## src/sv/bds_pkg.sv

```systemverilog
package bds_pkg;

	// configuration port
	localparam int CFG_DATA_W = 16;
	localparam int CFG_IDX_W  = 3;

	localparam logic [CFG_IDX_W-1:0] REG_DUTY_LIM    = 3'd0;
	localparam logic [CFG_IDX_W-1:0] REG_MAX_SLEW    = 3'd1;
	localparam logic [CFG_IDX_W-1:0] REG_DEADTIME_MS = 3'd2;
	localparam logic [CFG_IDX_W-1:0] REG_TIMEOUT_MS  = 3'd3;
	localparam logic [CFG_IDX_W-1:0] REG_MM_GAIN     = 3'd4;

	localparam logic [15:0] DEADTIME_RESET = 16'd200;
	localparam logic [15:0] TIMEOUT_RESET  = 16'd250;
	localparam logic [9:0]  GAIN_RESET     = 10'd1;

	// command modes
	localparam logic [1:0] MODE_HOLD   = 2'd0;
	localparam logic [1:0] MODE_MANUAL = 2'd1;
	localparam logic [1:0] MODE_AUTO   = 2'd2;

	// fault codes
	localparam logic [1:0] FLT_CLEAR   = 2'd0;
	localparam logic [1:0] FLT_STALE   = 2'd1;
	localparam logic [1:0] FLT_STOP    = 2'd2;
	localparam logic [1:0] FLT_BAD_CMD = 2'd3;

	// drive states
	localparam logic [1:0] DS_NEUTRAL = 2'd0;
	localparam logic [1:0] DS_ACTIVE  = 2'd1;
	localparam logic [1:0] DS_ESTOP   = 2'd2;

	// one control tick as captured at the input
	typedef struct packed {
		logic [31:0]        now_ms;
		logic               estop;
		logic               cmd_present;
		logic               cmd_valid;
		logic [30:0]        cmd_seq;
		logic [1:0]         mode;
		logic signed [15:0] cmd_target_mm;
		logic signed [15:0] cmd_manual;
		logic               cmd_enable;
	} tick_t;

	// supervisor control state apart from the duty values
	typedef struct packed {
		logic        have_seq;
		logic [30:0] last_seq;
		logic [31:0] last_cmd_time;
		logic        enabled;
		logic [31:0] deadtime_end;
		logic [1:0]  fault;
	} ctl_t;

endpackage

```

## src/sv/bds_if.sv

```systemverilog
interface bds_tick_if;
	logic               valid;
	logic               ready;
	logic [31:0]        now_ms;
	logic               estop;
	logic               cmd_present;
	logic               cmd_valid;
	logic [30:0]        cmd_seq;
	logic [1:0]         mode;
	logic signed [15:0] cmd_target_mm;
	logic signed [15:0] cmd_manual;
	logic               cmd_enable;

	modport source (
		output valid, now_ms, estop, cmd_present, cmd_valid, cmd_seq, mode,
			cmd_target_mm, cmd_manual, cmd_enable,
		input ready
	);
	modport sink (
		input valid, now_ms, estop, cmd_present, cmd_valid, cmd_seq, mode,
			cmd_target_mm, cmd_manual, cmd_enable,
		output ready
	);
endinterface

interface bds_result_if #(
	parameter int DUTY_BITS = 10
);
	logic                 valid;
	logic                 ready;
	logic [DUTY_BITS-1:0] raise_duty;
	logic [DUTY_BITS-1:0] lower_duty;
	logic [1:0]           drive_state;
	logic [1:0]           fault_code;
	logic signed [31:0]   seq_ack;
	logic [31:0]          command_age_ms;

	modport source (
		output valid, raise_duty, lower_duty, drive_state, fault_code, seq_ack,
			command_age_ms,
		input ready
	);
	modport sink (
		input valid, raise_duty, lower_duty, drive_state, fault_code, seq_ack,
			command_age_ms,
		output ready
	);
endinterface

```

## src/sv/bidirectional_drive_supervisor_core.sv

```systemverilog
// Bidirectional drive supervisor: each tick word carries the time, the e-stop level and an
// optional decoded command; each tick gives exactly one result word with the raise and lower
// duties, drive state, fault code, last accepted sequence number and command age. A tick is
// registered on entry and the whole supervisor update (sequence check, mode request with
// gain multiply and clamp, e-stop and timeout hard zero, direction lockout, dead-time and
// slew limit) is done by one combinational step into the result register, so the block takes
// one tick per clock while results are taken; the rate is set by the state update of that step.
// The result register lets a new tick enter while a finished result waits. Configuration
// registers are written through wr_en, wr_index and wr_data; the user must write them only
// while no tick is in flight (not enforced by the block); an index past the list is ignored.
module bidirectional_drive_supervisor_core #(
	parameter int DUTY_BITS = 10
) (
	input  logic                                clk,
	input  logic                                arst_n,
	bds_tick_if.sink                            tick,
	bds_result_if.source                        result,
	input  logic                                wr_en,
	input  logic [bds_pkg::CFG_IDX_W-1:0]       wr_index,
	input  logic [bds_pkg::CFG_DATA_W-1:0]      wr_data
);
	import bds_pkg::*;

	localparam int DW = DUTY_BITS + 1;

	logic [DUTY_BITS-1:0] duty_lim_q;
	logic [DUTY_BITS-1:0] max_slew_q;
	logic [15:0]          deadtime_ms_q;
	logic [15:0]          timeout_ms_q;
	logic [9:0]           mm_gain_q;

	tick_t                tick_s1;
	logic                 valid_s1;
	logic                 adv;

	ctl_t                 ctl_q;
	ctl_t                 ctl_n;
	logic signed [DW-1:0] req_q;
	logic signed [DW-1:0] req_n;
	logic signed [DW-1:0] applied_q;
	logic signed [DW-1:0] applied_n;

	logic [DUTY_BITS-1:0] raise_n;
	logic [DUTY_BITS-1:0] lower_n;
	logic [1:0]           state_n;
	logic signed [31:0]   seq_ack_n;
	logic [31:0]          age_n;

	logic                 out_valid_q;
	logic [DUTY_BITS-1:0] raise_q;
	logic [DUTY_BITS-1:0] lower_q;
	logic [1:0]           state_q;
	logic [1:0]           fault_q;
	logic signed [31:0]   seq_ack_q;
	logic [31:0]          age_q;

	// configuration registers
	always_ff @(posedge clk or negedge arst_n) begin
		if (!arst_n) begin
			duty_lim_q    <= '0;
			max_slew_q    <= DUTY_BITS'(1);
			deadtime_ms_q <= DEADTIME_RESET;
			timeout_ms_q  <= TIMEOUT_RESET;
			mm_gain_q     <= GAIN_RESET;
		end else if (wr_en) begin
			case (wr_index)
				REG_DUTY_LIM:    duty_lim_q    <= wr_data[DUTY_BITS-1:0];
				REG_MAX_SLEW:    max_slew_q    <= wr_data[DUTY_BITS-1:0];
				REG_DEADTIME_MS: deadtime_ms_q <= wr_data[15:0];
				REG_TIMEOUT_MS:  timeout_ms_q  <= wr_data[15:0];
				REG_MM_GAIN:     mm_gain_q     <= wr_data[9:0];
				default: ;
			endcase
		end
	end

	// handshake: the stage moves when the result register is free or being taken
	assign adv        = valid_s1 && (!out_valid_q || result.ready);
	assign tick.ready = !valid_s1 || adv;

	// input register
	always_ff @(posedge clk or negedge arst_n) begin
		if (!arst_n) begin
			valid_s1 <= 1'b0;
		end else if (tick.ready) begin
			valid_s1 <= tick.valid;
		end
	end

	always_ff @(posedge clk) begin
		if (tick.ready && tick.valid) begin
			tick_s1.now_ms        <= tick.now_ms;
			tick_s1.estop         <= tick.estop;
			tick_s1.cmd_present   <= tick.cmd_present;
			tick_s1.cmd_valid     <= tick.cmd_valid;
			tick_s1.cmd_seq       <= tick.cmd_seq;
			tick_s1.mode          <= tick.mode;
			tick_s1.cmd_target_mm <= tick.cmd_target_mm;
			tick_s1.cmd_manual    <= tick.cmd_manual;
			tick_s1.cmd_enable    <= tick.cmd_enable;
		end
	end

	// supervisor update
	bds_step #(
		.DUTY_BITS(DUTY_BITS)
	) u_step (
		.tick_s1        (tick_s1),
		.ctl_q          (ctl_q),
		.req_q          (req_q),
		.applied_q      (applied_q),
		.duty_lim       (duty_lim_q),
		.max_slew       (max_slew_q),
		.deadtime_ms    (deadtime_ms_q),
		.timeout_ms     (timeout_ms_q),
		.mm_gain        (mm_gain_q),
		.ctl_n          (ctl_n),
		.req_n          (req_n),
		.applied_n      (applied_n),
		.raise_duty     (raise_n),
		.lower_duty     (lower_n),
		.drive_state    (state_n),
		.seq_ack        (seq_ack_n),
		.command_age_ms (age_n)
	);

	// loop state
	always_ff @(posedge clk or negedge arst_n) begin
		if (!arst_n) begin
			ctl_q     <= '0;
			req_q     <= '0;
			applied_q <= '0;
		end else if (adv) begin
			ctl_q     <= ctl_n;
			req_q     <= req_n;
			applied_q <= applied_n;
		end
	end

	// result register
	always_ff @(posedge clk or negedge arst_n) begin
		if (!arst_n) begin
			out_valid_q <= 1'b0;
		end else if (adv) begin
			out_valid_q <= 1'b1;
		end else if (result.ready) begin
			out_valid_q <= 1'b0;
		end
	end

	always_ff @(posedge clk) begin
		if (adv) begin
			raise_q   <= raise_n;
			lower_q   <= lower_n;
			state_q   <= state_n;
			fault_q   <= ctl_n.fault;
			seq_ack_q <= seq_ack_n;
			age_q     <= age_n;
		end
	end

	assign result.valid          = out_valid_q;
	assign result.raise_duty     = raise_q;
	assign result.lower_duty     = lower_q;
	assign result.drive_state    = state_q;
	assign result.fault_code     = fault_q;
	assign result.seq_ack        = seq_ack_q;
	assign result.command_age_ms = age_q;

	// raise and lower are never driven together
	a_exclusive: assert property (@(posedge clk) disable iff (!arst_n)
		out_valid_q |-> (raise_q == 0 || lower_q == 0))
		else $error("raise and lower duties both nonzero");

	// e-stop result shows zero drive and the e-stop fault
	a_estop_zero: assert property (@(posedge clk) disable iff (!arst_n)
		(out_valid_q && state_q == DS_ESTOP) |->
		(raise_q == 0 && lower_q == 0 && fault_q == FLT_STOP))
		else $error("e-stop result with drive or wrong fault");

	// a stalled tick stays in the input register
	a_hold_s1: assert property (@(posedge clk) disable iff (!arst_n)
		(valid_s1 && !adv) |=> valid_s1)
		else $error("tick lost while stalled");

	// the applied duty is zero right after an e-stop tick
	a_estop_state: assert property (@(posedge clk) disable iff (!arst_n)
		(adv && tick_s1.estop) |=> (applied_q == 0 && !ctl_q.enabled))
		else $error("applied duty not cleared by e-stop");

	// no new result is loaded while the previous one waits
	a_no_overwrite: assert property (@(posedge clk) disable iff (!arst_n)
		(out_valid_q && !result.ready) |-> !adv)
		else $error("pending result overwritten");

endmodule

```

## src/sv/bds_step.sv

```systemverilog
module bds_step #(
	parameter int DUTY_BITS = 10
) (
	input  bds_pkg::tick_t              tick_s1,
	input  bds_pkg::ctl_t               ctl_q,
	input  logic signed [DUTY_BITS:0]   req_q,
	input  logic signed [DUTY_BITS:0]   applied_q,
	input  logic [DUTY_BITS-1:0]        duty_lim,
	input  logic [DUTY_BITS-1:0]        max_slew,
	input  logic [15:0]                 deadtime_ms,
	input  logic [15:0]                 timeout_ms,
	input  logic [9:0]                  mm_gain,
	output bds_pkg::ctl_t               ctl_n,
	output logic signed [DUTY_BITS:0]   req_n,
	output logic signed [DUTY_BITS:0]   applied_n,
	output logic [DUTY_BITS-1:0]        raise_duty,
	output logic [DUTY_BITS-1:0]        lower_duty,
	output logic [1:0]                  drive_state,
	output logic signed [31:0]          seq_ack,
	output logic [31:0]                 command_age_ms
);
	import bds_pkg::*;

	localparam int DW = DUTY_BITS + 1;
	localparam int PW = 28;

	function automatic logic signed [PW-1:0] clamp(
		input logic signed [PW-1:0] v,
		input logic [DUTY_BITS-1:0] lim
	);
		logic signed [PW-1:0] l;
		l = signed'({{(PW-DUTY_BITS){1'b0}}, lim});
		if (v > l) begin
			clamp = l;
		end else if (v < -l) begin
			clamp = -l;
		end else begin
			clamp = v;
		end
	endfunction

	logic                 cmd_ok;
	logic signed [26:0]   product;
	logic signed [PW-1:0] req_cmd;
	logic signed [DW-1:0] req_mid;
	logic                 hard_zero;
	logic signed [DW-1:0] applied_cur;
	logic signed [DW-1:0] target;
	logic signed [PW-1:0] target_c;
	logic signed [PW-1:0] delta;
	logic signed [DW-1:0] applied_new;

	// sequence check on an arriving command
	assign cmd_ok = tick_s1.cmd_present && tick_s1.cmd_valid &&
		(!ctl_q.have_seq || (tick_s1.cmd_seq > ctl_q.last_seq));

	assign product = tick_s1.cmd_target_mm * signed'({1'b0, mm_gain});

	// requested duty from the command mode
	always_comb begin
		case (tick_s1.mode)
			MODE_MANUAL: req_cmd = clamp(PW'(tick_s1.cmd_manual), duty_lim);
			MODE_AUTO:   req_cmd = clamp(PW'(product), duty_lim);
			default:     req_cmd = '0;
		endcase
	end

	// command intake, then hard zero on e-stop or timeout
	always_comb begin
		ctl_n   = ctl_q;
		req_mid = req_q;
		if (tick_s1.cmd_present) begin
			if (cmd_ok) begin
				ctl_n.have_seq      = 1'b1;
				ctl_n.last_seq      = tick_s1.cmd_seq;
				ctl_n.enabled       = tick_s1.cmd_enable;
				ctl_n.last_cmd_time = tick_s1.now_ms;
				ctl_n.fault         = FLT_CLEAR;
				req_mid             = req_cmd[DW-1:0];
			end else begin
				ctl_n.enabled = 1'b0;
				ctl_n.fault   = FLT_BAD_CMD;
				req_mid       = '0;
			end
		end
		command_age_ms = tick_s1.now_ms - ctl_n.last_cmd_time;
		hard_zero      = tick_s1.estop || (command_age_ms >= {16'd0, timeout_ms});
		req_n          = req_mid;
		applied_cur    = applied_q;
		if (hard_zero) begin
			req_n         = '0;
			applied_cur   = '0;
			ctl_n.enabled = 1'b0;
			ctl_n.fault   = tick_s1.estop ? FLT_STOP : FLT_STALE;
		end

		// target with direction lockout and dead-time
		target = ctl_n.enabled ? req_n : '0;
		if (target != 0 && applied_cur != 0 && target[DW-1] != applied_cur[DW-1]) begin
			target = '0;
		end
		if (applied_cur == 0 && target != 0 && tick_s1.now_ms < ctl_q.deadtime_end) begin
			target = '0;
		end

		// slew limit toward the clamped target
		target_c    = clamp(PW'(target), duty_lim);
		delta       = clamp(target_c - PW'(applied_cur), max_slew);
		applied_new = applied_cur + delta[DW-1:0];
		applied_n   = applied_new;
		if (applied_cur != 0 && applied_new == 0) begin
			ctl_n.deadtime_end = tick_s1.now_ms + {16'd0, deadtime_ms};
		end
	end

	// result fields
	assign raise_duty = (applied_new > 0) ? applied_new[DUTY_BITS-1:0] : '0;
	assign lower_duty = (applied_new < 0) ? DUTY_BITS'(-applied_new) : '0;
	assign drive_state = tick_s1.estop ? DS_ESTOP :
		((applied_new != 0) ? DS_ACTIVE : DS_NEUTRAL);
	assign seq_ack = ctl_n.have_seq ? signed'({1'b0, ctl_n.last_seq}) : -32'sd1;

endmodule
```

## src/flat_wrapper.sv

```systemverilog
// flat-port wrapper written by rule: the top's interface ports become plain ports
module bidirectional_drive_supervisor_core_flat import bds_pkg::*;
#(
	parameter int DUTY_BITS = 10
)
  (clk, arst_n, wr_en, wr_index, wr_data, tick_valid, tick_now_ms, tick_estop, tick_cmd_present, tick_cmd_valid, tick_cmd_seq, tick_mode, tick_cmd_target_mm, tick_cmd_manual, tick_cmd_enable, tick_ready, result_valid, result_raise_duty, result_lower_duty, result_drive_state, result_fault_code, result_seq_ack, result_command_age_ms, result_ready);
  bds_tick_if tick_i ();
  bds_result_if #(.DUTY_BITS(DUTY_BITS)) result_i ();
  input  logic clk;
  input  logic arst_n;
  input  logic wr_en;
  input  logic [bds_pkg::CFG_IDX_W-1:0] wr_index;
  input  logic [bds_pkg::CFG_DATA_W-1:0] wr_data;
  input wire logic [$bits(tick_i.valid)-1:0] tick_valid;
  input wire logic [$bits(tick_i.now_ms)-1:0] tick_now_ms;
  input wire logic [$bits(tick_i.estop)-1:0] tick_estop;
  input wire logic [$bits(tick_i.cmd_present)-1:0] tick_cmd_present;
  input wire logic [$bits(tick_i.cmd_valid)-1:0] tick_cmd_valid;
  input wire logic [$bits(tick_i.cmd_seq)-1:0] tick_cmd_seq;
  input wire logic [$bits(tick_i.mode)-1:0] tick_mode;
  input wire logic [$bits(tick_i.cmd_target_mm)-1:0] tick_cmd_target_mm;
  input wire logic [$bits(tick_i.cmd_manual)-1:0] tick_cmd_manual;
  input wire logic [$bits(tick_i.cmd_enable)-1:0] tick_cmd_enable;
  output wire logic [$bits(tick_i.ready)-1:0] tick_ready;
  output wire logic [$bits(result_i.valid)-1:0] result_valid;
  output wire logic [$bits(result_i.raise_duty)-1:0] result_raise_duty;
  output wire logic [$bits(result_i.lower_duty)-1:0] result_lower_duty;
  output wire logic [$bits(result_i.drive_state)-1:0] result_drive_state;
  output wire logic [$bits(result_i.fault_code)-1:0] result_fault_code;
  output wire logic [$bits(result_i.seq_ack)-1:0] result_seq_ack;
  output wire logic [$bits(result_i.command_age_ms)-1:0] result_command_age_ms;
  input wire logic [$bits(result_i.ready)-1:0] result_ready;
  assign tick_i.valid = tick_valid;
  assign tick_i.now_ms = tick_now_ms;
  assign tick_i.estop = tick_estop;
  assign tick_i.cmd_present = tick_cmd_present;
  assign tick_i.cmd_valid = tick_cmd_valid;
  assign tick_i.cmd_seq = tick_cmd_seq;
  assign tick_i.mode = tick_mode;
  assign tick_i.cmd_target_mm = tick_cmd_target_mm;
  assign tick_i.cmd_manual = tick_cmd_manual;
  assign tick_i.cmd_enable = tick_cmd_enable;
  assign tick_ready = tick_i.ready;
  assign result_valid = result_i.valid;
  assign result_raise_duty = result_i.raise_duty;
  assign result_lower_duty = result_i.lower_duty;
  assign result_drive_state = result_i.drive_state;
  assign result_fault_code = result_i.fault_code;
  assign result_seq_ack = result_i.seq_ack;
  assign result_command_age_ms = result_i.command_age_ms;
  assign result_i.ready = result_ready;
  bidirectional_drive_supervisor_core #(.DUTY_BITS(DUTY_BITS)) u_core (.clk(clk), .arst_n(arst_n), .tick(tick_i), .result(result_i), .wr_en(wr_en), .wr_index(wr_index), .wr_data(wr_data));
endmodule
```

## config.mk

```make
export PLATFORM = sky130hd
export DESIGN_NAME = bidirectional_drive_supervisor_core_flat
export DESIGN_NICKNAME = d
export VERILOG_FILES = /design/src/sv/bds_pkg.sv /design/src/sv/bds_if.sv /design/src/sv/bidirectional_drive_supervisor_core.sv /design/src/sv/bds_step.sv /design/src/flat_wrapper.sv
export SDC_FILE = /design/constraint.sdc
export NUM_CORES = 1
export LEC_CHECK = 0
export BUFFER_PORTS_ARGS = -buffer_cell sky130_fd_sc_hd__buf_2
export CORE_ASPECT_RATIO = 1.1
export CORE_MARGIN = 2
export CORE_UTILIZATION = 40
export CTS_CLUSTER_DIAMETER = 40
export DETAILED_ROUTE_END_ITERATION = 12
export PLACE_DENSITY = 0.68
export SKIP_CTS_REPAIR_TIMING = 1
export SLEW_MARGIN = 20
export SYNTH_ARGS = -nofsm -noshare
export SYNTH_HDL_FRONTEND = slang
export SYNTH_SLANG_ARGS = --single-unit
```

## constraint.sdc

```tcl
create_clock -name clk -period 36.6 [get_ports clk]
set_clock_uncertainty 0.15 [all_clocks]
set_input_delay 3.66 -clock clk [delete_from_list [all_inputs] [get_ports clk]]
set_output_delay 3.66 -clock clk [all_outputs]
set_load 0.05 [all_outputs]
```

==> results of run 1 <==
## area by class of cell
| class | instances | share of cell area, % |
|---|---|---|
| well taps | 1045 | 3.582 |
| inverters | 373 | 3.842 |
| clock inverters | 44 | 1.374 |
| flip-flops and latches | 374 | 28.27 |
| clock buffers | 88 | 5.412 |
| repair buffers | 243 | 3.589 |
| diodes | 3 | 0.02056 |
| multi-input cells | 2415 | 53.91 |
## cells in the mapped netlist (all sizes together), types with 5 or more instances
library cell	count	share of area, %
o21bai	17	0.40
o31ai	12	0.30
xnor2	89	2.5
o211ai	28	0.66
a2111oi	16	0.50
nor3	49	0.79
nor2b	49	0.96
nor4	30	0.74
or4	11	0.26
a311oi	10	0.30
nor2	145	1.7
o22ai	10	0.20
nand2	325	3.8
a31oi	13	0.28
xor2	36	1.0
buf	16	0.28
o2111ai	8	0.22
a22o	8	0.22
nand3	56	0.88
nand2b	31	0.61
dfstp	11	0.91
dfrtp	174	14
inv	373	4.4
ha	357	14
or2	5	0.098
mux2i	74	2.3
edfxtp	189	18
fa	149	9.4
and2	88	1.7
o21a	40	0.94
o21ai	184	2.9
a211oi	36	0.87
clkbuf	98	1.2
a21o	64	1.5
nand4	44	0.89
a211o	5	0.14
a21oi	178	2.8
a22oi	9	0.21
mux2	121	4.4
a31o	6	0.17
and3	26	0.51
or3	12	0.24
## worst max-delay path by stage
stage	start	end	slack [ns]	depth (start not counted)
2_1_floorplan	u_core.mm_gain_q[7]	u_core.ctl_q[13]	19.50	77
3_3_place_gp	u_core.mm_gain_q[6]	u_core.ctl_q[13]	17.61	77
3_5_place_dp	u_core.mm_gain_q[5]	u_core.ctl_q[29]	17.19	73
4_1_cts	u_core.mm_gain_q[5]	u_core.ctl_q[25]	17.15	76
5_1_grt	u_core.mm_gain_q[6]	u_core.ctl_q[25]	15.63	84
6_report	u_core.mm_gain_q[6]	u_core.ctl_q[25]	17.18	79
## through the flow
step	instances	worst slack [ns]
2_1_floorplan	3276	19.50
3_3_place_gp	4449	17.61
3_5_place_dp	4449	17.19
4_1_cts	4581	17.15
5_1_grt	4582	15.63
6_report	4585	17.18
## per-layer routing
metal | up-vias | GRT usage (%) | routed length (um)
met5 | - | 0 | 16
met4 | 2 | 7.784 | 2746
met3 | 162 | 3.290 | 5314
met2 | 738 | 37.79 | 43120
met1 | 12136 | 26.86 | 36380
li1 | 11987 | - | -
## flip-flops by register name, indices dropped and copies added (netlist names), 2 cells and up
signal	cells
u_core.applied_q	11
u_core.ctl_q	99
u_core.deadtime_ms_q	16
u_core.duty_lim_q	10
u_core.max_slew_q	10
u_core.mm_gain_q	10
u_core.req_q	11
u_core.result.command_age_ms	32
u_core.result.drive_state	2
u_core.result.fault_code	2
u_core.result.lower_duty	10
u_core.result.raise_duty	10
u_core.result.seq_ack	32
u_core.tick_s1	101
u_core.timeout_ms_q	16
## worst reg2reg max path: cells and delay by family, from the launching register on
family,cells,cell delay (ns)
AOI/OAI and AO/OA,35,6.81
xor gates and xnor gates,4,1.90
adders and majority gates,12,4.87
buffers and inverters,9,1.20
DFF,1,0.73
muxes,1,0.38
and+or+nand+nor,18,3.24
## cells by family after synthesis
group	after synthesis	share of synthesized area (%)
flip-flops	374	32.45
AO/OA/AOI/OAI	693	14.15
buffers and inverters	487	5.844
AND/OR/NAND/NOR	896	13.97
XOR/XNOR	125	3.467
multiplexers	195	6.686
adder cells (fa/ha/maj)	506	23.43
==> impl_metrics.ini, run 1 <==
[outcome]
status = finished, final reports clean

[final_layout]
multi_input_area_mm2 = 0.01968
synthToLayoutAreaGrowth_pct = 14.81
final_cell_mix = inv_1 (372), ha_1 (357), nand2_1 (325)
nFillCells = 7428
drive_above_1_share_pct = 15.38
ff_latch_area_mm2 = 0.01032
fin_util_pct = 46.34
nNetsFinal = 4110
finish.instance_area_mm2 = 0.03651
layout.cells.most_common = inv_1

[critical_path]
path_class = flop to flop
end_kind = flop
r2r_start = u_core.mm_gain_q[6]
cp_top_family = compound AO/OA/AOI/OAI gates
cp_common_cell = a21oi_1
critPathBufInv = 9
cp_max_fo = 32
reg2reg_slack_ns = 17.18
slowest_delay_ns = 0.82
r2r_end = u_core.ctl_q[25]
r2r_cells = 79
required_ns = 36.93
crit_arrival_ns = 19.75
cp_slowest_cell = xnor2_1
cp-start-kind = flop

[detailed_routing]
vias = 25025
vias_per_cell = 5.458
wl_per_cell_um = 19.10
drtAntennaViolNets = 0
drcViolationCount = 0
dr.pass1.iters = 5
drtIter0Drc = 1730
routed_wl_um = 87590

[grt]
grt_max_degree = 72
grt_pass1_wl_um = 138400
track_usage_pct = 21.57
grt_antenna_before_repair = 4
gr-total-overflow = 0
grt_pass1_vias = 25216

[floorplanning]
core-area_mm2 = 0.07878
rows = 108
ios = 215
start_util_pct = 40.36
die_area_mm2 = 0.08176
die_height_um = 299.7
die_w_um = 272.8

[clocking]
htree_levels = 3
cts_max_path_buffers = 3
path_clk_slew_ns = 0.05
worstSkewPairLatency_ns = 0.61
cts-root-buf = clkbuf_16
cts_made_buffers = 72
cts_sinks = 374
cts_tree = yes

[yosys]
syn_avg_cell_area_um2 = 9.706
synth_area_mm2 = 0.03180
synth-edff-count = 189
ys_seq_area_share_pct = 32.45
synth_seq_cells = 374
async_reset_ff_share_pct = 49.47
netlist_instances = 3276
yosys_warnings = 0
ys.flop_type = edfxtp_1
syn_nets = 3907
synth_cell_type_count = 97

[sta]
finalMaxSlewViolations = 0
tns_ns = 0
period_minus_slack_ns = 19.42
rsz0062_at_grt = false
setup_viol = 0
hold_slack_ns = 0.3381
hold_violations = 0
period_share_pct = 53.06
clock.fmax_mhz = 51.49
relSlewSlack_pct = 28.72
tightest_slew_ns = 1.066

[run]
drv_cap = 0

[min_path]
min_to = u_core.ctl_q[36]
hold_class = flop to flop
hold_depth = 2
min_from = u_core.ctl_q[36]

[placement]
gp_congestion = 0.9677
hpwlAfterDp_um = 68490
port-buffer-count = 214
dpl_cell_area_mm2 = 0.03399
Power of run 1 is left out: the tool's default activity adds up to more than one toggle a clock period on the data nets, which glitch-free logic cannot reach.
==> run 2: changes to the inputs <==
--- a/config.mk
+++ b/config.mk
@@ -11,7 +11,7 @@
 export CORE_UTILIZATION = 40
 export CTS_CLUSTER_DIAMETER = 40
 export DETAILED_ROUTE_END_ITERATION = 12
-export PLACE_DENSITY = 0.68
+export PLACE_DENSITY = 0.7
 export SKIP_CTS_REPAIR_TIMING = 1
 export SLEW_MARGIN = 20
 export SYNTH_ARGS = -nofsm -noshare
==> constraint.sdc (replaced) <==
create_clock -name clk -period 17.65 [get_ports clk]
set_clock_uncertainty 0.15 [all_clocks]
set_input_delay 1.765 -clock clk [delete_from_list [all_inputs] [get_ports clk]]
set_output_delay 1.765 -clock clk [all_outputs]
set_load 0.05 [all_outputs]
==> run 2 against run 1 <==
  * Worst hold slack worse by 0.0087 ns
  * Critical path depth is 3 higher
  * Highest routed layer unchanged
  * Critical endpoint is now u_core.ctl_q[27]
  * Routed wire length is 2.0% higher
  * Setup slack worse by 16 ns
  * Maximum frequency is 16% higher
  * Via count is 1.1% higher
  * Sequential share of layout area is 0.36 points lower
  * Non-clock buffer count is 60 higher
==> impl_metrics.ini, run 2 (synthesis results as in run 1) <==
[grt]
gr-total-overflow = 0
grt_pass1_vias = 25653
track_usage_pct = 21.85
grt_max_degree = 72
grt_antenna_before_repair = 2
grt_pass1_wl_um = 140900

[critical_path]
critPathBufInv = 12
crit_arrival_ns = 17.08
path_class = flop to flop
cp_max_fo = 32
cp_slowest_cell = fa_1
slowest_delay_ns = 0.54
cp_top_family = compound AO/OA/AOI/OAI gates
cp_common_cell = a21oi_1
required_ns = 18.00
end_kind = flop
cp-start-kind = flop

[final_layout]
top_register = u_core.tick_s1
nNetsFinal = 4169
fin_cells = 4642
ff_latch_area_mm2 = 0.01033
layout.cells.most_common = inv_1
nFillCells = 7298
multi_input_area_mm2 = 0.01989
finish.instance_area_mm2 = 0.03704
drive_above_1_share_pct = 17.97
reg.largest.list = u_core.tick_s1 x101, u_core.ctl_q x99
largest_reg_flops = 101
fin_util_pct = 47.01
synthToLayoutAreaGrowth_pct = 16.48
final_cell_mix = inv_1 (372), ha_1 (352), nand2_1 (325)

[clocking]
cts_made_buffers = 70
htree_levels = 3
cts-root-buf = clkbuf_16
cts_tree = yes
worstSkewPairLatency_ns = 0.63
cts_sinks = 374
path_clk_slew_ns = 0.06
cts_max_path_buffers = 3

[placement]
port-buffer-count = 214
pre_cts_ws_ns = -0.04462
gp_congestion = 0.9721
hpwlAfterDp_um = 68940
dp.cells = 4476
dpl_cell_area_mm2 = 0.03419

[sta]
period_minus_slack_ns = 16.73
setup_slack_ns = 0.9226
clock.fmax_mhz = 59.78
finalMaxSlewViolations = 0
tightest_slew_ns = 1.045
period_share_pct = 94.77
hold_violations = 0
relSlewSlack_pct = 30.16
setup_viol = 0

[detailed_routing]
routed_wl_um = 89290
vias_per_cell = 5.448
drtIter0Drc = 1749
vias = 25290
dr.pass1.iters = 5
wl_per_cell_um = 19.24
drcViolationCount = 0
drtAntennaViolNets = 0

[floorplanning]
rows = 108
die_w_um = 272.8
die_height_um = 299.7
start_util_pct = 40.36
core-area_mm2 = 0.07878
ios = 215
die_area_mm2 = 0.08176

[run]
drv_cap = 0

[outcome]
status = finished, final reports clean

[min_path]
hold_class = flop to flop
## run 2: final cells by class
cell class / count / area share [%]
timing repair buffer: 303 / 4.743
inverter: 373 / 3.787
antenna: 2 / 0.01351
tap: 1045 / 3.530
clock inverter: 51 / 1.287
multi-input combinational: 2416 / 53.70
clock buffer: 78 / 5.041
sequential: 374 / 27.90
## run 2: per-layer routing
layer  share of wire [%]  up-vias  track usage, %
met5               0.026        -               0
met4                 3.8        4           8.163
met3                 5.6      188           3.274
met2                  49      736           38.04
met1                  42    12245           27.33
li1                    -    12117               -
## run 2: worst register-to-register path, delay by kind of cell (launching register included)
kind	cells	cell delay, ns
AND/OR/NAND/NOR	16	1.73
buffers and inverters	12	1.62
adder cells (fa/ha/maj)	12	4.52
XOR/XNOR	3	0.45
flip-flops	1	0.49
AO/OA/AOI/OAI	37	6.98
multiplexers	2	0.65
## run 2: worst paths after layout
check                                    start                  end  slack [ns]  depth (start not counted)
setup reg to reg           u_core.mm_gain_q[6]     u_core.ctl_q[27]        0.92                         82
hold / removal                u_core.ctl_q[35]     u_core.ctl_q[35]        0.33                          2
setup / recovery           u_core.mm_gain_q[6]     u_core.ctl_q[27]        0.92                         82
max in group asynchronous               arst_n  u_core.mm_gain_q[2]       14.92                          2
min in group asynchronous               arst_n     u_core.ctl_q[28]        0.99                          1
hold reg to reg               u_core.ctl_q[35]     u_core.ctl_q[35]        0.33                          2
## run 2: metrics by stage
step	hold WS (ns)	TNS [ns]
floorplan	0.2995	0
global placement	0.3127	0
detailed placement	0.3216	-0.2480
CTS	0.3320	-0.6943
global route	0.3554	-0.2980
finish	0.3294	0
Power of run 2 is left out for the same reason.
